## config.mk

```make
export PLATFORM = sky130hd
export DESIGN_NAME = wns_out_fifo
export DESIGN_NICKNAME = d
export VERILOG_FILES = /design/src/wns_pkg.sv /design/src/wns_out_fifo.sv
export SDC_FILE = /design/constraint.sdc
export NUM_CORES = 1
export LEC_CHECK = 0
export BUFFER_PORTS_ARGS = -buffer_cell sky130_fd_sc_hd__buf_2
export CAP_MARGIN = 20
export CORE_AREA = 2 2 220 222
export DETAILED_ROUTE_END_ITERATION = 7
export DIE_AREA = 0 0 222 224
export PLACE_DENSITY = 0.55
export REMOVE_ABC_BUFFERS = 1
export SLEW_MARGIN = 30
export SYNTH_ARGS = -nofsm -noshare
export SYNTH_HDL_FRONTEND = slang
export SYNTH_SLANG_ARGS = --single-unit
```

## constraint.sdc

```tcl
create_clock -name clk_i -period 10.32 [get_ports clk_i]
set_clock_uncertainty 0.15 [all_clocks]
set_input_delay 1.032 -clock clk_i [delete_from_list [all_inputs] [get_ports clk_i]]
set_output_delay 1.032 -clock clk_i [all_outputs]
set_load 0.005 [all_outputs]
```

## src/wns_pkg.sv

```systemverilog
package wns_pkg;

  localparam int ROW_BITS  = 10;
  localparam int COL_BITS  = 8;
  localparam int ADDR_BITS = 3;
  localparam int DATA_BITS = 32;

  // Bit of paddr that selects the register (registers sit 4 bytes apart).
  localparam int REG_SEL_BIT = 2;

  localparam logic [ROW_BITS-1:0] LAST_ROW_RESET = ROW_BITS'(1);
  localparam logic [COL_BITS-1:0] LAST_COL_RESET = COL_BITS'(1);

  // Result queue between the arithmetic pipeline and the output channel.
  localparam int OUT_DEPTH    = 8;
  localparam int OUT_PTR_BITS = 3;

  typedef enum logic {
    REG_LAST_ROW,
    REG_LAST_COL
  } reg_e;

  // Odd factor of the divisor once its power of two has been shifted out.
  typedef enum logic [1:0] {
    DIV_1,
    DIV_3,
    DIV_5,
    DIV_7
  } div_e;

  // Weight sum in half units, right shift and odd factor of the divisor 2*W.
  typedef struct packed {
    logic [3:0] wt;
    logic [1:0] sh;
    div_e       dv;
  } div_sel_t;

  // Per-item control that travels beside the data through the pipeline.
  typedef struct packed {
    logic                vld;    // item changes the window
    logic                a_vld;  // result for the column left of the new cell
    logic                b_vld;  // result for the column of the new cell (row end)
    logic                up;     // row above is inside the grid
    logic                dn;     // row below is inside the grid
    logic                lf_a;   // left neighbour present for result a
    logic                lf_b;   // left neighbour present for result b
    logic [ROW_BITS-1:0] row;
    logic [COL_BITS-1:0] col;    // column of result b; result a is one left
    logic                fe;     // result b closes the frame
  } ctl_t;

  // a: rows present besides the centre row, b: columns besides the centre.
  // W = 2 + 2a + 2b + ab, divisor 2W = 4, 8, 12, 14, 20 or 28.
  function automatic div_sel_t div_select(input logic [1:0] a, input logic [1:0] b);
    div_sel_t sel;
    sel = '{wt: 4'd2, sh: 2'd2, dv: DIV_1};
    case ({a, b})
      4'b0000: sel = '{wt: 4'd2,  sh: 2'd2, dv: DIV_1};
      4'b0001,
      4'b0100: sel = '{wt: 4'd4,  sh: 2'd3, dv: DIV_1};
      4'b0010,
      4'b1000: sel = '{wt: 4'd6,  sh: 2'd2, dv: DIV_3};
      4'b0101: sel = '{wt: 4'd7,  sh: 2'd1, dv: DIV_7};
      4'b0110,
      4'b1001: sel = '{wt: 4'd10, sh: 2'd2, dv: DIV_5};
      4'b1010: sel = '{wt: 4'd14, sh: 2'd2, dv: DIV_7};
      default: sel = '{wt: 4'd2,  sh: 2'd2, dv: DIV_1};
    endcase
    return sel;
  endfunction

endpackage

```

## src/wns_out_fifo.sv

```systemverilog
module wns_out_fifo #(
  parameter int DW = 35
) (
  input  logic                            clk_i,
  input  logic                            rst_ni,
  input  logic [1:0]                      push_i,
  input  logic [DW-1:0]                   data_a_i,
  input  logic [DW-1:0]                   data_b_i,
  output logic                            valid_o,
  input  logic                            ready_i,
  output logic [DW-1:0]                   data_o,
  output logic [wns_pkg::OUT_PTR_BITS:0]  count_o
);

  localparam int PB = wns_pkg::OUT_PTR_BITS;

  logic [DW-1:0] buf_q [wns_pkg::OUT_DEPTH];
  logic [PB-1:0] wr_ptr_q;
  logic [PB-1:0] rd_ptr_q;
  logic [PB:0]   cnt_q;
  logic [PB-1:0] b_ptr;
  logic [PB:0]   n_push;
  logic          pop;

  assign pop    = valid_o & ready_i;
  assign n_push = (PB + 1)'(push_i[0]) + (PB + 1)'(push_i[1]);
  // b follows a in the same cycle when both are pushed.
  assign b_ptr  = wr_ptr_q + PB'(push_i[0]);

  always_ff @(posedge clk_i) begin
    if (push_i[0]) begin
      buf_q[wr_ptr_q] <= data_a_i;
    end
    if (push_i[1]) begin
      buf_q[b_ptr] <= data_b_i;
    end
  end

  always_ff @(posedge clk_i or negedge rst_ni) begin
    if (!rst_ni) begin
      wr_ptr_q <= '0;
      rd_ptr_q <= '0;
      cnt_q    <= '0;
    end else begin
      wr_ptr_q <= wr_ptr_q + PB'(n_push);
      rd_ptr_q <= rd_ptr_q + PB'(pop);
      cnt_q    <= cnt_q + n_push - (PB + 1)'(pop);
    end
  end

  assign valid_o = (cnt_q != '0);
  assign data_o  = buf_q[rd_ptr_q];
  assign count_o = cnt_q;

`ifndef SYNTHESIS
  a_no_overflow: assert property (@(posedge clk_i) disable iff (!rst_ni)
    cnt_q <= (PB + 1)'(wns_pkg::OUT_DEPTH))
    else $error("result queue overflow");
`endif

endmodule

```

==> summary.md <==
| Metric | Value |
|---|---|
| Gp weighted congestion | slightly above 0.7 |
| Synth Area in Simple Gates | about 1.1% |
| Area of the multi-input gates | around 5700 µm² |
| R2R setup slack | 6.93 ns |
| Worst setup endpoint | data_o[15] |
| Switching Fraction | 32.7% |
| H-Tree Depth | 2 |
| Fin crit share | 41.4% |
| Gate power share | ~38% |
| Reg clk slew, reported paths | approximately 0.06 ns |
| Internal power | approximately 3300 µW |
| Xor and xnor area share after synthesis | 0.738% |
| Ys flop type | edfxtp_1 |
| Fillers | 4,492 |
| Die height | 224 µm |
| Initial Util | around 31% |
| Max Slew Vio Count | 0 |
| Cts bufs inserted | 35 |
| Site Rows | 80 |
| Post-synthesis mux area share | a little over a third |
| Clock root buffer | clkbuf_16 |
| Maximum VDD drop | around 0.16 mV |
| Synth Area in Compound Gates | less than 1% |
| Worst endpoint required time | 9.14 ns |
| Reg-to-Reg Start | wr_ptr_q[0] |
| Post-synthesis adder-cell area fraction | under 10% |
| Share of the yosys chip area belonging to registers | roughly three fifths |
| Tot GR Track Use | 15.1% |
| Pwr per Cell Area | 292 nW/µm² |
| Average wire per standard cell | between 20 and 25 µm |
| Slew margin rel. | 37.2% |
| Final WL | about 37 mm |
| Critical Path Source | rd_ptr_q[0] |
| Initial DRC Count | roughly 530 |
| Post-Syn Area | between 10,000 and 15,000 µm² |
| Postcts setup bufs | 0 |
| Seq pwr share | between 30% and 40% |
| # setup viols final | 0 |
| Buffers on Ports | 114 |
| Clock period minus worst slack | 4.27 ns |
| First-pass GRT wire length | ~56 mm |
| RSZ-0062 raised after global routing | no |
| Ys Warns | 0 |
| Post-CTS resize count | 0 |
| Clk sinks | between 200 and 300 |
| Post-synth EDFFs | 280 |
| Number of vias after detailed routing | about 7,800 |
| Static Leak | approximately 0.0056 µW |
| Layout Nets | 992 |
| P&R area growth vs syn | 16.3% |
| IO Pins | ~120 |
| Max-cap violation count | 0 |
| Setup TNS | 0 ns |
| Post-DP HPWL | around 21 mm |
| Min-Delay Path Class | input pin to asynchronous set/reset pin |
| Fin cells | approximately 1,500 |
| Full die area | approximately 50,000 µm² |
| Core Area | 47,300 µm² |
| Share of cells above drive strength 1 | 62.4% |
| Clock Latency Late Sink | a little over 0.5 ns |
| Horiz. Die Dim | about 220 µm |
| FF-to-FF End | buf_q[5][17] |
| CP max FO | 45 |
| Outcome | finished, final reports clean |
| CTS tree | built |
| Worst Tran Pin Value | 0.942 ns |
| Crit path kind | flop to output pin |
| Placed Cells | approximately 1,500 |
| Vias in the first global route | around 8,500 |
| Global route total overflow | 0 |
| ANT nets after route | 0 |
| R2R cell count | 6 |
| Synth Area per Inst | approximately 19 µm² |
| Achievable Freq | 0.234 GHz |
| Switching pwr | 1620 µW |
| Crit path launch type | flop |
| Clock Tree Buf Depth | 3 |
| Via/cell ratio | roughly 5 |
| Mapped Cells | roughly 780 |
| Clock power frac | a little under a quarter |
| DR DRC count | 0 |
| Largest family of logic cells by synthesized area | multiplexers |
| Critical Path AT | slightly above 3 ns |
| Largest net degree at the start of global routing | 51 |
| CP Capture Type | output pin |
| Unique cell type count in the Yosys netlist | 36 |
| Asr flop ratio synth | ~3.4% |
| DRT Pass-1 Iters | 4 |
| Hold-fix buffers at CTS | 0 |
| Yosys reg bits | 290 |
| Initial antenna violation count | 5 |
| Final Hold Viols | 0 |
| Reg area | 8670 µm² |
## layer usage
| metal | GRT usage (%) | routed length (µm) |
|---|---|---|
| met1 | 20.7 | 16900 |
| met2 | 24.9 | 18000 |
| met3 | 2.91 | 1830 |
| met4 | 3.01 | 473 |
| met5 | 0 | 12 |
## registers in the layout (all words and copies together), names as in the netlist
name and count:
wr_ptr_q 3, buf_q 280, rd_ptr_q 3, count_o 4
## area by class of cell
class / instances / area share [%]
timing repair buffer: 132 / 4.19
antenna: 4 / 0.0590
clock buffer: 44 / 5.49
inverter: 8 / 0.177
multi-input combinational: 438 / 33.8
clock inverter: 16 / 0.627
tap: 615 / 4.54
sequential: 290 / 51.1
## worst min path at each step
stage / startpoint / endpoint / depth (start not counted) / slack, ns
finish: rst_ni / count_o[1] / 1 / 0.23
global route: rst_ni / count_o[0] / 1 / 0.24
CTS: rst_ni / count_o[1] / 1 / 0.23
detailed placement: rd_ptr_q[2] / rd_ptr_q[2] / 1 / 0.30
global placement: rd_ptr_q[2] / rd_ptr_q[2] / 1 / 0.30
floorplan: count_o[0] / count_o[0] / 1 / 0.37
## power by group through the flow
| stage | registers [µW] | logic [µW] | clock network, µW |
|---|---|---|---|
| 6_report | 1920 | 1880 | 1140 |
| 3_5_place_dp | 1950 | 1940 | 0 |
| 5_1_grt | 1960 | 2040 | 1220 |
| 3_3_place_gp | 1950 | 1920 | 0 |
| 4_1_cts | 1930 | 1940 | 1170 |
| 2_1_floorplan | 1990 | 1170 | 0 |
## synth_stat cells (all sizes together), types with 2 or more instances
master,n,area [µm²]
buf,31,211
nand2b,3,18.8
inv,8,30.0
ha,10,125
nor3,3,37.5
mux4,70,1580
clkbuf,14,62.6
mux2,315,3550
or2,2,12.5
edfxtp,280,8410
dfrtp,10,250
fa,2,40.0
xnor2,4,53.8
xor2,4,53.8
nand2,6,27.5
o22ai,4,25.0
nor2,5,28.8
## critical path: stages, from the launching register on
cell	delay, ns
dfrtp_4	0.84
buf_6	0.64
mux4_2	0.58
mux2_2	0.34
buf_2	0.15
## cell usage in the layout (no fill, tap or decap), types with 8 or more instances in the layout
master / synthesis / routed
buf_2: 19 / 114
buf_4: 5 / 17
clkbuf_1: 13 / 8
clkbuf_16: 0 / 36
clkinv_1: 0 / 11
edfxtp_1: 280 / 280
ha_1: 10 / 10
inv_1: 8 / 8
mux2_2: 313 / 313
mux4_2: 70 / 70
## kinds of logic after synthesis
family / Yosys count
AND/OR/NAND/NOR: 24
XOR/XNOR: 8
flip-flops: 290
adder cells (fa/ha/maj): 12
multiplexers: 385
buffers and inverters: 53
AO/OA/AOI/OAI: 9
## through the flow
step	instance area [µm²]	total power (µW)	setup WS (ns)	hold WS (ns)	utilization [%]
after floorplan	14300	3160	5.40	0.367	-
after global placement	15900	3870	6.17	0.295	33.6
after detailed placement	15900	3890	6.26	0.301	33.6
after CTS	16900	5050	5.94	0.225	35.8
after global routing	16900	5220	5.84	0.239	35.8
final	17000	4950	6.05	0.226	35.8
Note: power is estimated with default switching activity, not from simulation.
