## src/wns_pkg.sv

```systemverilog
package wns_pkg;

  localparam int ROW_BITS  = 10;
  localparam int COL_BITS  = 8;
  localparam int ADDR_BITS = 3;
  localparam int DATA_BITS = 32;

  // Bit of paddr that selects the register (registers sit 4 bytes apart).
  localparam int REG_SEL_BIT = 2;

  localparam logic [ROW_BITS-1:0] LAST_ROW_RESET = ROW_BITS'(1);
  localparam logic [COL_BITS-1:0] LAST_COL_RESET = COL_BITS'(1);

  // Result queue between the arithmetic pipeline and the output channel.
  localparam int OUT_DEPTH    = 8;
  localparam int OUT_PTR_BITS = 3;

  typedef enum logic {
    REG_LAST_ROW,
    REG_LAST_COL
  } reg_e;

  // Odd factor of the divisor once its power of two has been shifted out.
  typedef enum logic [1:0] {
    DIV_1,
    DIV_3,
    DIV_5,
    DIV_7
  } div_e;

  // Weight sum in half units, right shift and odd factor of the divisor 2*W.
  typedef struct packed {
    logic [3:0] wt;
    logic [1:0] sh;
    div_e       dv;
  } div_sel_t;

  // Per-item control that travels beside the data through the pipeline.
  typedef struct packed {
    logic                vld;    // item changes the window
    logic                a_vld;  // result for the column left of the new cell
    logic                b_vld;  // result for the column of the new cell (row end)
    logic                up;     // row above is inside the grid
    logic                dn;     // row below is inside the grid
    logic                lf_a;   // left neighbour present for result a
    logic                lf_b;   // left neighbour present for result b
    logic [ROW_BITS-1:0] row;
    logic [COL_BITS-1:0] col;    // column of result b; result a is one left
    logic                fe;     // result b closes the frame
  } ctl_t;

  // a: rows present besides the centre row, b: columns besides the centre.
  // W = 2 + 2a + 2b + ab, divisor 2W = 4, 8, 12, 14, 20 or 28.
  function automatic div_sel_t div_select(input logic [1:0] a, input logic [1:0] b);
    div_sel_t sel;
    sel = '{wt: 4'd2, sh: 2'd2, dv: DIV_1};
    case ({a, b})
      4'b0000: sel = '{wt: 4'd2,  sh: 2'd2, dv: DIV_1};
      4'b0001,
      4'b0100: sel = '{wt: 4'd4,  sh: 2'd3, dv: DIV_1};
      4'b0010,
      4'b1000: sel = '{wt: 4'd6,  sh: 2'd2, dv: DIV_3};
      4'b0101: sel = '{wt: 4'd7,  sh: 2'd1, dv: DIV_7};
      4'b0110,
      4'b1001: sel = '{wt: 4'd10, sh: 2'd2, dv: DIV_5};
      4'b1010: sel = '{wt: 4'd14, sh: 2'd2, dv: DIV_7};
      default: sel = '{wt: 4'd2,  sh: 2'd2, dv: DIV_1};
    endcase
    return sel;
  endfunction

endpackage

```

## src/wns_smooth.sv

```systemverilog
module wns_smooth #(
  parameter int LEVEL_BITS = 16
) (
  input  logic                  clk_i,
  input  logic                  rst_ni,
  input  wns_pkg::ctl_t         ctl_i,
  input  logic [LEVEL_BITS-1:0] top_i,
  input  logic [LEVEL_BITS-1:0] mid_i,
  input  logic [LEVEL_BITS-1:0] bot_i,
  output logic [1:0]            push_o,
  output logic [LEVEL_BITS-1:0] avg_a_o,
  output logic [LEVEL_BITS-1:0] avg_b_o,
  output wns_pkg::ctl_t         ctl_o,
  output logic [2:0]            inflight_o
);

  localparam int SW = LEVEL_BITS + 4;  // weighted sum in half units
  localparam int NW = LEVEL_BITS + 5;  // 2S + W
  localparam int XW = LEVEL_BITS + 4;  // numerator after the power-of-two shift
  localparam int K  = XW + 3;          // reciprocal precision, exact for x < 2^XW
  localparam int MW = K + 1;
  localparam int PW = XW + MW;

  localparam logic [MW-1:0] RECIP_1 = MW'(64'd1 << K);
  localparam logic [MW-1:0] RECIP_3 = MW'((64'd1 << K) / 3 + 64'd1);
  localparam logic [MW-1:0] RECIP_5 = MW'((64'd1 << K) / 5 + 64'd1);
  localparam logic [MW-1:0] RECIP_7 = MW'((64'd1 << K) / 7 + 64'd1);

  logic [8:0][LEVEL_BITS-1:0] win_q;
  logic [8:0][LEVEL_BITS-1:0] win_d;

  logic [SW-1:0]        sum_a;
  logic [SW-1:0]        sum_b;
  wns_pkg::div_sel_t    sel_a;
  wns_pkg::div_sel_t    sel_b;
  logic [NW-1:0]        num_a;
  logic [NW-1:0]        num_b;

  logic [XW-1:0]        x_a_q;
  logic [XW-1:0]        x_b_q;
  wns_pkg::div_e        dv_a_q;
  wns_pkg::div_e        dv_b_q;
  wns_pkg::ctl_t        ctl1_q;

  logic [PW-1:0]        p_a_q;
  logic [PW-1:0]        p_b_q;
  wns_pkg::ctl_t        ctl2_q;

  // Weighted sum around window column mid; row and column masks drop
  // neighbours outside the grid. Diagonals weigh 1, the rest 2.
  function automatic logic [SW-1:0] lane_sum(
    input logic [8:0][LEVEL_BITS-1:0] w,
    input int                         mid,
    input logic                       up,
    input logic                       dn,
    input logic                       lf,
    input logic                       rt
  );
    logic [SW-1:0] s;
    logic          rp;
    logic          cp;
    int            k;
    s = '0;
    for (int dr = 0; dr < 3; dr++) begin
      for (int dk = 0; dk < 3; dk++) begin
        rp = (dr == 0) ? up : ((dr == 2) ? dn : 1'b1);
        cp = (dk == 0) ? lf : ((dk == 2) ? rt : 1'b1);
        k  = mid - 1 + dk;
        if (rp && cp && (k < 3)) begin
          if ((dr != 1) && (dk != 1)) begin
            s = s + SW'(w[dr * 3 + k]);
          end else begin
            s = s + SW'({w[dr * 3 + k], 1'b0});
          end
        end
      end
    end
    return s;
  endfunction

  function automatic logic [MW-1:0] recip(input wns_pkg::div_e dv);
    logic [MW-1:0] m;
    case (dv)
      wns_pkg::DIV_1: m = RECIP_1;
      wns_pkg::DIV_3: m = RECIP_3;
      wns_pkg::DIV_5: m = RECIP_5;
      wns_pkg::DIV_7: m = RECIP_7;
      default:        m = RECIP_1;
    endcase
    return m;
  endfunction

  // Shift the window left by one column and bring in the new column.
  always_comb begin
    for (int r = 0; r < 3; r++) begin
      win_d[r * 3]     = win_q[r * 3 + 1];
      win_d[r * 3 + 1] = win_q[r * 3 + 2];
    end
    win_d[2] = top_i;
    win_d[5] = mid_i;
    win_d[8] = bot_i;
  end

  always_comb begin
    sum_a = lane_sum(win_d, 1, ctl_i.up, ctl_i.dn, ctl_i.lf_a, 1'b1);
    sum_b = lane_sum(win_d, 2, ctl_i.up, ctl_i.dn, ctl_i.lf_b, 1'b0);
    sel_a = wns_pkg::div_select(2'({1'b0, ctl_i.up}) + 2'({1'b0, ctl_i.dn}),
                                2'({1'b0, ctl_i.lf_a}) + 2'd1);
    sel_b = wns_pkg::div_select(2'({1'b0, ctl_i.up}) + 2'({1'b0, ctl_i.dn}),
                                2'({1'b0, ctl_i.lf_b}));
    num_a = {sum_a, 1'b0} + NW'(sel_a.wt);
    num_b = {sum_b, 1'b0} + NW'(sel_b.wt);
  end

  always_ff @(posedge clk_i or negedge rst_ni) begin
    if (!rst_ni) begin
      win_q <= '0;
    end else if (ctl_i.vld) begin
      win_q <= win_d;
    end
  end

  // Stage 1: numerators with the power of two of the divisor shifted out.
  always_ff @(posedge clk_i) begin
    x_a_q  <= XW'(num_a >> sel_a.sh);
    x_b_q  <= XW'(num_b >> sel_b.sh);
    dv_a_q <= sel_a.dv;
    dv_b_q <= sel_b.dv;
  end

  // Stage 2: multiply by the reciprocal of the odd factor.
  always_ff @(posedge clk_i) begin
    p_a_q <= PW'(x_a_q) * PW'(recip(dv_a_q));
    p_b_q <= PW'(x_b_q) * PW'(recip(dv_b_q));
  end

  always_ff @(posedge clk_i or negedge rst_ni) begin
    if (!rst_ni) begin
      ctl1_q <= '0;
      ctl2_q <= '0;
    end else begin
      ctl1_q <= ctl_i;
      ctl2_q <= ctl1_q;
    end
  end

  assign avg_a_o    = p_a_q[K +: LEVEL_BITS];
  assign avg_b_o    = p_b_q[K +: LEVEL_BITS];
  assign push_o     = {ctl2_q.b_vld, ctl2_q.a_vld};
  assign ctl_o      = ctl2_q;
  assign inflight_o = 3'({1'b0, ctl1_q.a_vld}) + 3'({1'b0, ctl1_q.b_vld})
                    + 3'({1'b0, ctl2_q.a_vld}) + 3'({1'b0, ctl2_q.b_vld});

endmodule

```

## config.mk

```make
export PLATFORM = sky130hd
export DESIGN_NAME = wns_smooth
export DESIGN_NICKNAME = d
export VERILOG_FILES = /design/src/wns_pkg.sv /design/src/wns_smooth.sv
export SDC_FILE = /design/constraint.sdc
export NUM_CORES = 2
export LEC_CHECK = 0
export BUFFER_PORTS_ARGS = -buffer_cell sky130_fd_sc_hd__buf_2
export CAP_MARGIN = 20
export CORE_MARGIN = 4
export CORE_UTILIZATION = 60
export CTS_CLUSTER_DIAMETER = 80
export DETAILED_ROUTE_END_ITERATION = 6
export PLACE_DENSITY = 0.78
export SLEW_MARGIN = 20
export SYNTH_ARGS = -nofsm -noshare
export SYNTH_HDL_FRONTEND = slang
export SYNTH_SLANG_ARGS = --single-unit
```

## constraint.sdc

```tcl
create_clock -name clk_i -period 13.75 [get_ports clk_i]
set_input_delay 2.0625 -clock clk_i [delete_from_list [all_inputs] [get_ports clk_i]]
set_output_delay 2.0625 -clock clk_i [all_outputs]
set_load 0.01 [all_outputs]
```

==> results.md <==
* Status: finished, final reports clean
* Post-DR wirelength/cell at 19.6 um
* Hold_buf cts at 0
* Setup Buffers After CTS at 0
* Fillers at 5,576
* Mapped Avg Cell Area at 9.28 um^2
* Worst Max-Slew Pin Slew at 1.11 ns
* Async S/R FF share, synth at 66.1%
* Worst Hold Class: flip-flop to flip-flop
* Clock Latency Late Sink at 0.61 ns
* Total gr overflow at 0
* Post-synth top flop: dfrtp_1
* Netlist cell types at 92
* Synth Net Count at 5,598
* Slew Limit Fails at 0
* Gr usage total at 30.0%
* EDFF count, synth at 0
* Reg2Reg Depth at 48
* Worst Path Max Fanout at 21
* Full die area at 72,000 um^2
* Via Count at 30,800
* Layout cells sized above 1 at 7.74%
* RSZ-0062 raised after global routing: false
* Cell family with most CP delay: compound AO/OA/AOI/OAI gates
* Port bufs at 138
* HPWL Detailed at 89,900 um
* Final net count at 5,691
* Vias in the first global route at 32,300
* Post-layout min period at 12.63 ns
* Hold Crit Depth at 0
* Mapped cell area at 40,600 um^2
* Most instantiated library cell after synthesis: inv_1
* Layout Skew at 0.0159 ns
* CTS Root Cell: clkbuf_16
* Antenna fix cells at 0
* Io pins at 139
* Max Cap Viol at 0
* Yosys reg bits at 224
* Max stage delay on crit path at 0.98 ns
* Final hold violations at 0
* Initial antenna violation count at 4
* CTS buffer count at 31
* Area leader, netlist: fa_1
* CTS Buffer Depth at 3
* CTS-repair resized insts at 0
* Worst setup SP type: input port
* DR iter-0 viols at 1,775
* Worst path slowest cell: a2111oi_0
* H-tree Lvls at 1
* Row count at 95
* Setup TNS at 0 ns
* Top post-synthesis cells by area: fa_1, ha_1, dfrtp_1
* Final Wtd Congestion at 0.971
* Bufs and invs on worst path at 2
* Register area share after synthesis at 12.9%
* Core area at 67,200 um^2
* Die X at 268 um
* Period utilization at 91.9%
* Slew margin rel. at 25.8%
* Antenna Nets Post-Route at 0
* CTS Sinks at 224
* Synth cell count leaders: inv_1, fa_1, ha_1, nand2_1, and2_1
* Starting Density at 60.5%
* Post-Syn Instances at 4,380
* Vias per inst at 5.73
* Fmax at 79.2 MHz
* Area growth, synth to finish at 6.36%
* Crit end category: flip-flop
* Synth warnings at 0
* Crit Path Class: input port to flip-flop
* Finish-stage setup viols at 0
* TritonCTS clock tree: yes
* Crit path top cell by count: ha_1
* Clk slew on worst S/H paths at 0.06 ns
* Post-route DRC at 0
* Crit path DAT at 13.07 ns
* WP data required at 14.18 ns
* Die Y at 268 um
* Final wirelength at 106,000 um
* First-pass GRT wire length at 170,000 um
* Yosys top cell area share at 29.0%
* Levels on crit path at 49
* First drt pass iteration count at 5
* Largest net degree at the start of global routing at 68
-- per-stage QoR --
step / cell area, um^2 / std cells / hold slack [ns] / setup WS, ns / utilization (%)
floorplan: 40600 / 4380 / 0.331 / 1.92 / -
global placement: 42200 / 5312 / 0.331 / 0.790 / 62.8
detailed placement: 42200 / 5312 / 0.335 / 0.592 / 62.8
CTS: 43200 / 5370 / 0.347 / 1.22 / 64.3
global route: 43200 / 5371 / 0.351 / 0.300 / 64.4
finish: 43200 / 5371 / 0.345 / 1.12 / 64.4
-- routing by layer --
layer,GRT usage (%),part of all wire [%],up-vias
met4,9.49,3.6,6
met1,38.1,40,15100
met5,0,0.043,-
met2,52.4,49,992
met3,5.46,7.1,243
li1,-,-,14400
-- final timing paths --
kind	endpoint	startpoint	slack, ns
max	x_a_q[17]	ctl_i[22]	1.12
min	ctl_o[7]	ctl1_q[7]	0.35
max reg2reg	x_a_q[17]	win_d[1]	2.43
min reg2reg	ctl_o[7]	ctl1_q[7]	0.35
max in group asynchronous	win_d[23]	rst_ni	10.53
min in group asynchronous	win_d[30]	rst_ni	1.34
-- cells by family after synthesis --
| family | count (synthesis) | share of synthesized area, % |
|---|---|---|
| AOI/OAI and AO/OA | 704 | 11.3 |
| xor gates and xnor gates | 216 | 4.69 |
| adders and majority gates | 1144 | 46.1 |
| buffers and inverters | 949 | 8.81 |
| DFF | 224 | 12.9 |
| muxes | 131 | 3.53 |
| and+or+nand+nor | 1012 | 12.7 |
-- final cells by class --
type / count / area [um^2] / area share (%)
Timing Repair Buffer: 159 / 865 / 2.00
Clock buffer: 41 / 876 / 2.03
Tap cell: 873 / 1090 / 2.53
Inverter: 850 / 3190 / 7.38
Multi-Input combinational cell: 3207 / 31800 / 73.7
Sequential cell: 224 / 5230 / 12.1
Clock inverter: 17 / 136 / 0.316
-- worst reg2reg max path: cells and delay by family, from the launching register on --
| kind | cells | cell delay (ns) |
|---|---|---|
| flops | 1 | 0.39 |
| xor+xnor | 8 | 1.46 |
| buf+inv | 1 | 0.12 |
| simple gates | 13 | 2.14 |
| mux | 2 | 0.45 |
| fa+ha+maj | 8 | 2.77 |
| compound gates | 16 | 3.80 |
-- cells in the final DEF (no fill, tap or decap), types with 40 or more instances in the layout --
| cell | instances |
|---|---|
| a21o_1 | 77 |
| a21oi_1 | 175 |
| and2_1 | 227 |
| and3_1 | 45 |
| buf_2 | 136 |
| dfrtp_1 | 148 |
| dfxtp_1 | 76 |
| fa_1 | 588 |
| ha_1 | 554 |
| inv_1 | 849 |
| mux2_2 | 97 |
| nand2_1 | 260 |
| nand2b_1 | 40 |
| nor2_1 | 192 |
| nor2b_1 | 70 |
| nor3_1 | 52 |
| o21a_1 | 46 |
| o21ai_0 | 175 |
| xnor2_1 | 136 |
| xor2_1 | 79 |
-- flip-flops by register name (all words and copies together), names as in the netlist, 16 cells and up --
| register | cells |
|---|---|
| p_b_q | 16 |
| ctl_o | 26 |
| ctl1_q | 26 |
| x_a_q | 20 |
| win_d | 96 |
| p_a_q | 16 |
| x_b_q | 20 |
Power is left out: the tool's default activity adds up to more than one toggle a clock period on the data nets, which glitch-free logic cannot reach.
