`config.mk`:
```
export PLATFORM = sky130hd
export DESIGN_NAME = wns_cfg
export DESIGN_NICKNAME = d
export VERILOG_FILES = /design/src/wns_pkg.sv /design/src/wns_cfg.sv
export SDC_FILE = /design/constraint.sdc
export NUM_CORES = 1
export LEC_CHECK = 0
export BUFFER_PORTS_ARGS = -buffer_cell sky130_fd_sc_hd__buf_4
export CAP_MARGIN = 5
export CORE_MARGIN = 2
export CORE_UTILIZATION = 33
export CTS_CLUSTER_SIZE = 12
export DETAILED_ROUTE_END_ITERATION = 12
export GPL_ROUTABILITY_DRIVEN = 0
export GPL_TIMING_DRIVEN = 0
export HOLD_SLACK_MARGIN = 0.08
export PLACE_DENSITY = 0.75
export SYNTH_ARGS = -nofsm -noshare
export SYNTH_HDL_FRONTEND = slang
export SYNTH_SLANG_ARGS = --single-unit
```
`constraint.sdc`:
```
create_clock -name clk_i -period 0.9 [get_ports clk_i]
set_input_delay 0.18 -clock clk_i [delete_from_list [all_inputs] [get_ports clk_i]]
set_output_delay 0.18 -clock clk_i [all_outputs]
set_load 0.02 [all_outputs]
```
`src/wns_pkg.sv`:
```
package wns_pkg;

  localparam int ROW_BITS  = 10;
  localparam int COL_BITS  = 8;
  localparam int ADDR_BITS = 3;
  localparam int DATA_BITS = 32;

  // Bit of paddr that selects the register (registers sit 4 bytes apart).
  localparam int REG_SEL_BIT = 2;

  localparam logic [ROW_BITS-1:0] LAST_ROW_RESET = ROW_BITS'(1);
  localparam logic [COL_BITS-1:0] LAST_COL_RESET = COL_BITS'(1);

  // Result queue between the arithmetic pipeline and the output channel.
  localparam int OUT_DEPTH    = 8;
  localparam int OUT_PTR_BITS = 3;

  typedef enum logic {
    REG_LAST_ROW,
    REG_LAST_COL
  } reg_e;

  // Odd factor of the divisor once its power of two has been shifted out.
  typedef enum logic [1:0] {
    DIV_1,
    DIV_3,
    DIV_5,
    DIV_7
  } div_e;

  // Weight sum in half units, right shift and odd factor of the divisor 2*W.
  typedef struct packed {
    logic [3:0] wt;
    logic [1:0] sh;
    div_e       dv;
  } div_sel_t;

  // Per-item control that travels beside the data through the pipeline.
  typedef struct packed {
    logic                vld;    // item changes the window
    logic                a_vld;  // result for the column left of the new cell
    logic                b_vld;  // result for the column of the new cell (row end)
    logic                up;     // row above is inside the grid
    logic                dn;     // row below is inside the grid
    logic                lf_a;   // left neighbour present for result a
    logic                lf_b;   // left neighbour present for result b
    logic [ROW_BITS-1:0] row;
    logic [COL_BITS-1:0] col;    // column of result b; result a is one left
    logic                fe;     // result b closes the frame
  } ctl_t;

  // a: rows present besides the centre row, b: columns besides the centre.
  // W = 2 + 2a + 2b + ab, divisor 2W = 4, 8, 12, 14, 20 or 28.
  function automatic div_sel_t div_select(input logic [1:0] a, input logic [1:0] b);
    div_sel_t sel;
    sel = '{wt: 4'd2, sh: 2'd2, dv: DIV_1};
    case ({a, b})
      4'b0000: sel = '{wt: 4'd2,  sh: 2'd2, dv: DIV_1};
      4'b0001,
      4'b0100: sel = '{wt: 4'd4,  sh: 2'd3, dv: DIV_1};
      4'b0010,
      4'b1000: sel = '{wt: 4'd6,  sh: 2'd2, dv: DIV_3};
      4'b0101: sel = '{wt: 4'd7,  sh: 2'd1, dv: DIV_7};
      4'b0110,
      4'b1001: sel = '{wt: 4'd10, sh: 2'd2, dv: DIV_5};
      4'b1010: sel = '{wt: 4'd14, sh: 2'd2, dv: DIV_7};
      default: sel = '{wt: 4'd2,  sh: 2'd2, dv: DIV_1};
    endcase
    return sel;
  endfunction

endpackage

```
`src/wns_cfg.sv`:
```
module wns_cfg (
  input  logic                            clk_i,
  input  logic                            rst_ni,
  input  logic                            psel,
  input  logic                            penable,
  input  logic                            pwrite,
  input  logic [wns_pkg::ADDR_BITS-1:0]   paddr,
  input  logic [wns_pkg::DATA_BITS-1:0]   pwdata,
  output logic [wns_pkg::DATA_BITS-1:0]   prdata,
  output logic                            pready,
  output logic [wns_pkg::ROW_BITS-1:0]    last_row_o,
  output logic [wns_pkg::COL_BITS-1:0]    last_col_o
);

  logic                         wr_en;
  wns_pkg::reg_e                sel;
  logic [wns_pkg::ROW_BITS-1:0] last_row_q;
  logic [wns_pkg::COL_BITS-1:0] last_col_q;

  assign pready = 1'b1;
  assign wr_en  = psel & penable & pwrite;
  assign sel    = wns_pkg::reg_e'(paddr[wns_pkg::REG_SEL_BIT]);

  always_ff @(posedge clk_i or negedge rst_ni) begin
    if (!rst_ni) begin
      last_row_q <= wns_pkg::LAST_ROW_RESET;
      last_col_q <= wns_pkg::LAST_COL_RESET;
    end else if (wr_en) begin
      case (sel)
        wns_pkg::REG_LAST_ROW: last_row_q <= pwdata[wns_pkg::ROW_BITS-1:0];
        wns_pkg::REG_LAST_COL: last_col_q <= pwdata[wns_pkg::COL_BITS-1:0];
        default: ;
      endcase
    end
  end

  always_comb begin
    case (sel)
      wns_pkg::REG_LAST_ROW: prdata = wns_pkg::DATA_BITS'(last_row_q);
      wns_pkg::REG_LAST_COL: prdata = wns_pkg::DATA_BITS'(last_col_q);
      default:               prdata = '0;
    endcase
  end

  assign last_row_o = last_row_q;
  assign last_col_o = last_col_q;

endmodule

```
==> results of run 1 <==
==> cell type report <==
class,instances,area share
repair buffers,68,0.358
plain buffers,25,0.0978
flip-flops and latches,18,0.240
clock buffers,4,0.0185
multi-input cells,53,0.265
well taps,33,0.0211
==> per-stage QoR <==
| stage | power [mW] | worst slack, ns | std cells |
|---|---|---|---|
| detailed placement | 2.68 | -0.280 | 172 |
| finish | 4.00 | -0.431 | 201 |
| CTS | 3.83 | -0.427 | 197 |
| global placement | 2.64 | -0.265 | 172 |
| global route | 4.19 | -0.462 | 201 |
| floorplan | 2.09 | -0.0554 | 96 |
==> report_power, final <==
part | internal (mW) | leakage [nW] | switching [mW]
combinational | 1.41 | 0.845 | 0.897
clock | 0.246 | 0.0210 | 0.262
sequential | 1.03 | 0.198 | 0.149
total | 2.69 | 1.06 | 1.31
==> state kept, by name, indices dropped and copies added (netlist names) <==
signal,cells
last_row_o,10
last_col_o,8
==> cell families (layout without fill, tap and decap cells) <==
kind of cell	count (synthesis)	after routing
mux	26	26
buf+inv	25	97
flops	18	18
simple gates	4	4
other cells	2	23
==> worst max-delay path, delay by kind of cell, from the launching register on <==
kind	cells	cell delay [ns]
buf+inv	1	0.14
mux	1	0.29
flops	1	0.44
==> routing by layer <==
layer  GRT usage  vias to the layer above
met5           0                        -
li1            -                      393
met1       0.170                      395
met3      0.0175                        2
met4      0.0584                        0
met2       0.325                       30
==> cell usage in the layout, fill, tap and decap left out <==
cell type,Yosys,layout
nor2b_4,0,2
buf_6,1,51
mux2_4,10,24
buf_4,23,41
clkbuf_8,0,1
mux2_2,16,2
dlygate4sd3_1,0,1
nand4b_1,1,1
dfrtp_1,16,2
clkbuf_4,0,3
dfrtp_2,0,14
nand4_2,1,1
dfstp_2,2,2
conb_1,2,23
==> timing repair <==
item | 4_1_cts | 5_1_grt
hold endpoints to repair | 18 | 0
resized for setup | 46 | 20
endpoints found under the setup margin | 28 | 44
hold buffers | 1 | 0
buffers inserted | 20 | 13
==> final timing paths <==
path | endpoint | slack (ns)
worst max-delay path | prdata[7] | -0.43
worst min-delay path | last_row_o[9]$_DFFE_PN0P_ | 0.11
worst max register to register | last_col_o[3]$_DFFE_PN0P_ | -0.10
worst min register to register | last_col_o[7]$_DFFE_PN0P_ | 0.57
max in group asynchronous | last_row_o[0]$_DFFE_PN1P_ | 0.34
min in group asynchronous | last_col_o[6]$_DFFE_PN0P_ | 0.30
==> summary.txt, run 1 <==
Highest metal used: met4
CTS Buf Count: 3
Seq. cell area: 470 um2
HPWL Detailed: 1720 um
Placed Area: 1520 um2
Largest net degree at the start of global routing: 19
Pleak: 1.06 nW
Crit end category: output port
Cell with the most instances after synthesis: buf_4
Reg-to-Reg Start: last_col_o[3]$_DFFE_PN0P_
Nets: 209
CTS clk-pin slew, worst paths: 0.11 ns
DR WL/cell: 13.8 um
Routed length on met2: 1690 um
DR vias: 820
Yosys top cell by area: dfrtp_1
Ys Warns: 0
CP Data Required Time: 0.72 ns
CP Max Fanout: 2
Final WL: 2780 um
Crit path launch: last_row_o[7]$_DFFE_PN0P_
Peak Freq: 751 MHz
Antenna viol nets, final: 0
Finish-stage setup viols: 42
DIE AREA: 3530 um2
Routed vias/inst: 4.08
Clock skew: 0 ns
Largest family of logic cells by synthesized area: multiplexers
Compound-gate portion of the synthesized area: 0
Final worst-path cycle share: 1.48
First-pass GRT wire length: 4160 um
Worst Setup Start Kind: register
Max Transition Viols Final: 0
Cell variety after synth: 11
Pwr dens: 2040 nW/um2
Drt first pass iters: 4
Failing checks: setup timing
H-tree depth: 1
Synthesized area: 1010 um2
TritonCTS clock tree: yes
Min Hold Slack: 0.114 ns
Port Buffer Count: 43
Tightest Hold Check Type: in -> reg
Mux contribution to synthesized area: 0.326
Maximum vdd drop: 0.792 mV
Synth Area in XOR/XNOR: 0
Post-synth EDFFs: 0
Critical path arrival: 1.15 ns
Hold Path Origin: pwdata[9]
Core footprint: 2980 um2
Seq cells post-synth: 18
Worst path max stage delay: 0.44 ns
Top FF cell, synth: dfrtp_1
Vias in the first global route: 845
Slowest CP cell: dfrtp_2
Post-synth ARST share: 1.00
Share of layout cells above drive strength 1: 0.839
Fin area: 1960 um2
Remaining routing DRC violations: 0
Minimum clock period: 1.33 ns
Initial antenna violation count: 0
Simple-gate share of the synthesized area: 0.0333
Chip Width: 59.4 um
DR iter-0 viols: 7
Final design utilization: 0.658
# diodes: 0
Synthesized-area fraction occupied by adder cells: 0
Rows: 20
Post-Synthesis Cells: 75
Root buffer cell: clkbuf_4
Hold Path Cell Cnt: 2
RSZ-0062 raised after global routing: true
Routed wl met3: 115 um
Clock latency on the worst-skew pair: 0.29 ns
Area contributors post-synth: dfrtp_1, mux2_2, buf_4, mux2_4, dfstp_2
Register-to-Register Path Depth: 3
GRT overflow: 0
Clock sinks: 18
Seq/Total Area, Yosys: 0.447
Top post-synthesis cells by count: buf_4, dfrtp_1, mux2_2
Setup ws final: -0.431 ns
Worst-path cell chain: mux2_4 > buf_6
Initial Utilization: 0.340
Multi-input logic area: 518 um2
Avg Inst Size Synth: 13.5 um2
Met1 WL: 941 um
Hold Vio Cnt, Final: 0
Fill cells: 224
Overall routing resource usage: 0.163
Clock Path Buffers: 2
Max-cap viol count: 0
Setup TNS: -8.59 ns
Outcome: finished, violations left
Die Y: 59.4 um
Total I/O pin count: 91
Area grow syn2layout: 93.2%
Yosys top cell area share: 0.395
Critical path type: reg -> out
No activity file was read; power rests on OpenSTA's default activity.
==> inputs of run 2 (changes only) <==
- SKIP_CTS_REPAIR_TIMING: unset -> 1
==> summary.txt, run 2 (synthesis results as in run 1) <==
# diodes: 0
H-tree depth: 1
DR vias: 761
Rows: 20
Grt peak-use layer: met2
GRT overflow: 0
Commonest non-fill, non-tap cell in the layout: buf_4
Outcome: finished, violations left
GRT met3 Usage: 0.0175
Critical path type: reg -> out
Setup ws final: -0.426 ns
Drt first pass iters: 2
Final WL: 2400 um
Clock latency on the worst-skew pair: 0.29 ns
Overall routing resource usage: 0.128
Sw power: 1.21 mW
Finish-stage setup viols: 33
HPWL Detailed: 1720 um
Commonest non-fill, non-tap cells in the layout: buf_4, buf_6, conb_1
Final worst-path cycle share: 1.47
Comb power frac: 0.535
Nets: 197
Worst Setup Start Kind: register
CP Max Fanout: 3
R2r setup slk: -0.10 ns
Share of layout cells above drive strength 1: 0.827
RSZ-0062 raised after global routing: true
Final design utilization: 0.605
Initial antenna violation count: 0
Core footprint: 2980 um2
Sw frac: 0.331
Worst path bufs/invs: 1
Register-to-Register Path Depth: 3
Clock skew: 0 ns
Hold Path End: last_row_o[9]$_DFFE_PN0P_
Die Y: 59.4 um
Total I/O pin count: 91
Pwr dens: 2030 nW/um2
GRT met2 Usage: 0.235
Global Route met1 Usage: 0.135
Vias in the first global route: 687
Critical path arrival: 1.15 ns
Reg-to-Reg Start: last_row_o[6]$_DFFE_PN0P_
Port Buffer Count: 43
DIE AREA: 3530 um2
Chip Width: 59.4 um
Slowest CP cell: dfrtp_2
Clock power share: 0.137
CTS Buf Count: 3
Max-cap viol count: 0
Hold Path Origin: pwdata[9]
Pleak: 0.965 nW
Root buffer cell: clkbuf_4
Failing checks: setup timing
Initial Utilization: 0.340
CP delay by family, top: flip-flops
Setup TNS: -7.30 ns
Pint: 2.44 mW
DR WL/cell: 12.7 um
Routed vias/inst: 4.03
Worst path max stage delay: 0.44 ns
Crit end category: output port
Minimum clock period: 1.33 ns
Clock sinks: 18
TritonCTS clock tree: yes
Area grow syn2layout: 77.7%
DR iter-0 viols: 9
Worst-path cell chain: mux2_4 > buf_6
Sequential share of power: 0.328
Maximum vdd drop: 0.831 mV
Reg2reg end: last_row_o[6]$_DFFE_PN0P_
Max Transition Viols Final: 0
Clock Path Buffers: 2
Largest register FFs: 10
Peak Freq: 754 MHz
Antenna viol nets, final: 0
First-pass GRT wire length: 3280 um
CTS clk-pin slew, worst paths: 0.11 ns
CP Data Required Time: 0.72 ns
Remaining routing DRC violations: 0
Tightest Hold Check Type: in -> reg
Largest net degree at the start of global routing: 19
Hold Vio Cnt, Final: 0
Hold Path Cell Cnt: 2
## run 2: cell count changes in the layout (fill, tap and decap cells not counted), sizes merged
cell / before / now
buf: 92 / 80
## run 2: power groups by stage
stage	combinational [mW]	clock (mW)	sequential [mW]
after global placement	1.46	0	1.18
after detailed placement	1.48	0	1.19
final	1.95	0.501	1.20
after floorplan	0.701	0	1.39
after global routing	2.05	0.556	1.22
after CTS	1.48	0.514	1.18
## run 2: final cells by class
cell class / instances / area, um2
fillers: 253 / 1180
clock buffers: 4 / 36.3
multi-input cells: 53 / 499
plain buffers: 25 / 191
flip-flops and latches: 18 / 470
repair buffers: 56 / 562
well taps: 33 / 41.3
## run 2: worst max-delay path by stage
stage	startpoint	end	slack, ns	cells after the start
floorplan	last_row_o[0]$_DFFE_PN1P_	prdata[0]	-0.06	1
global placement	paddr[2]	prdata[1]	-0.27	4
detailed placement	paddr[2]	prdata[7]	-0.28	4
CTS	last_row_o[7]$_DFFE_PN0P_	prdata[7]	-0.46	2
global route	last_row_o[7]$_DFFE_PN0P_	prdata[7]	-0.46	2
finish	last_row_o[7]$_DFFE_PN0P_	prdata[7]	-0.43	2
## run 2: worst register-to-register path: stages (launching register included)
cell	delay [ns]
dfrtp_2	0.43
buf_6	0.12
buf_6	0.10
mux2_4	0.24
## run 2: metal layers
metal	vias up	part of all wire
met4	0	0.011
met2	30	0.59
li1	370	-
met3	2	0.049
met1	359	0.35
met5	-	0
## run 2: per-stage QoR
step / power, mW / hold slack (ns) / worst slack [ns] / std cells / area (um2)
after floorplan: 2.09 / -0.116 / -0.0554 / 96 / 1150
after global placement: 2.64 / 0.0583 / -0.265 / 172 / 1520
after detailed placement: 2.68 / 0.0640 / -0.280 / 172 / 1520
after CTS: 3.18 / -0.270 / -0.464 / 176 / 1550
after global routing: 3.83 / 0.0931 / -0.464 / 189 / 1800
final: 3.65 / 0.114 / -0.426 / 189 / 1800
==> inputs of run 3 (changes only) <==
- BUFFER_PORTS_ARGS: -buffer_cell sky130_fd_sc_hd__buf_4 -> -buffer_cell sky130_fd_sc_hd__buf_2
==> summary.txt, run 3 (synthesis results as in run 1) <==
Minimum clock period: 1.31 ns
Outcome: finished, violations left
GRT overflow: 0
Reg-to-Reg Start: last_row_o[6]$_DFFE_PN0P_
Tightest Hold Check Type: in -> reg
DIE AREA: 3530 um2
Worst path max stage delay: 0.44 ns
Pwr dens: 2050 nW/um2
Port Buffer Count: 43
Clock skew: 0 ns
Hold Path Cell Cnt: 2
Hold Path End: last_row_o[9]$_DFFE_PN0P_
Worst-path cell chain: mux2_4 > buf_6
Initial antenna violation count: 0
DR WL/cell: 11.9 um
Finish-stage setup viols: 31
CTS clk-pin slew, worst paths: 0.11 ns
Slowest CP cell: dfrtp_2
Non-filler instance count after layout: 184
Multi-input logic area: 499 um2
# diodes: 0
Vias in the first global route: 652
Root buffer cell: clkbuf_4
Crit end category: output port
Final worst-path cycle share: 1.46
Die Y: 59.4 um
Remaining routing DRC violations: 0
Rows: 20
Largest register FFs: 10
CP Data Required Time: 0.72 ns
Critical path arrival: 1.13 ns
Register-to-Register Path Depth: 3
Commonest non-fill, non-tap cell in the layout: buf_4
Hold Vio Cnt, Final: 0
Pleak: 0.909 nW
Antenna viol nets, final: 0
Pre-CTS setup slack: -0.287 ns
Commonest non-fill, non-tap cells in the layout: buf_4, buf_6, conb_1
Total I/O pin count: 91
Nets: 192
Maximum vdd drop: 0.688 mV
Reg2reg end: last_row_o[6]$_DFFE_PN0P_
Overall routing resource usage: 0.115
H-tree depth: 1
Worst Setup Start Kind: register
Drt first pass iters: 2
Core footprint: 2980 um2
R2r setup slk: -0.10 ns
Share of layout cells above drive strength 1: 0.821
Setup TNS: -6.78 ns
Fill cells: 272
HPWL Detailed: 1630 um
Failing checks: setup timing
Largest net degree at the start of global routing: 19
Critical path type: reg -> out
Max-cap viol count: 0
Total Power: 3.42 mW
Peak Freq: 761 MHz
Setup ws final: -0.414 ns
Routed vias/inst: 3.93
Clock sinks: 18
Initial Utilization: 0.340
Dpl cells: 172
CTS Buf Count: 3
Clock latency on the worst-skew pair: 0.28 ns
Max Transition Viols Final: 0
Clock Path Buffers: 2
Final WL: 2190 um
DR vias: 724
Area grow syn2layout: 64.6%
TritonCTS clock tree: yes
Chip Width: 59.4 um
CP Max Fanout: 3
Seq. cell area: 470 um2
Hold Path Origin: pwdata[9]
First-pass GRT wire length: 2970 um
DR iter-0 viols: 6
Crit path launch: last_row_o[7]$_DFFE_PN0P_
RSZ-0062 raised after global routing: true
Min Hold Slack: 0.116 ns
==> run 3: worst max-delay path by stage <==
| stage | slack [ns] | to |
|---|---|---|
| 2_1_floorplan | -0.06 | prdata[0] |
| 3_3_place_gp | -0.28 | prdata[1] |
| 3_5_place_dp | -0.29 | prdata[3] |
| 4_1_cts | -0.43 | prdata[7] |
| 5_1_grt | -0.44 | prdata[7] |
| 6_report | -0.41 | prdata[7] |
==> run 3: power breakdown <==
group	leakage [nW]	switching (mW)	internal, mW
Sequential	0.198	0.159	1.03
Combinational	0.691	0.748	0.986
Clock	0.0210	0.254	0.246
Total	0.909	1.16	2.26
==> run 3: stage by stage <==
stage,cell area [um2],utilization
5_1_grt,1670,0.560
6_report,1670,0.560
3_5_place_dp,1410,0.473
4_1_cts,1450,0.485
2_1_floorplan,1150,-
3_3_place_gp,1410,0.473
==> run 3: layer usage <==
| metal | GRT usage | vias up | share of wire |
|---|---|---|---|
| li1 | - | 360 | - |
| met4 | 0.0682 | 0 | 0.013 |
| met1 | 0.127 | 332 | 0.38 |
| met2 | 0.206 | 30 | 0.55 |
| met5 | 0 | - | 0 |
| met3 | 0.0153 | 2 | 0.056 |
==> run 3: final cells by class <==
type / instances / share of cell area
clock buffers: 4 / 0.0218
repair buffers: 51 / 0.257
well taps: 33 / 0.0248
flip-flops and latches: 18 / 0.282
multi-input cells: 53 / 0.299
plain buffers: 25 / 0.115
==> run 3: critical path, delay by kind of cell (launching register included) <==
kind                   cells  cell delay [ns]
flip-flops                 1             0.44
buffers and inverters      1             0.13
multiplexers               1             0.27
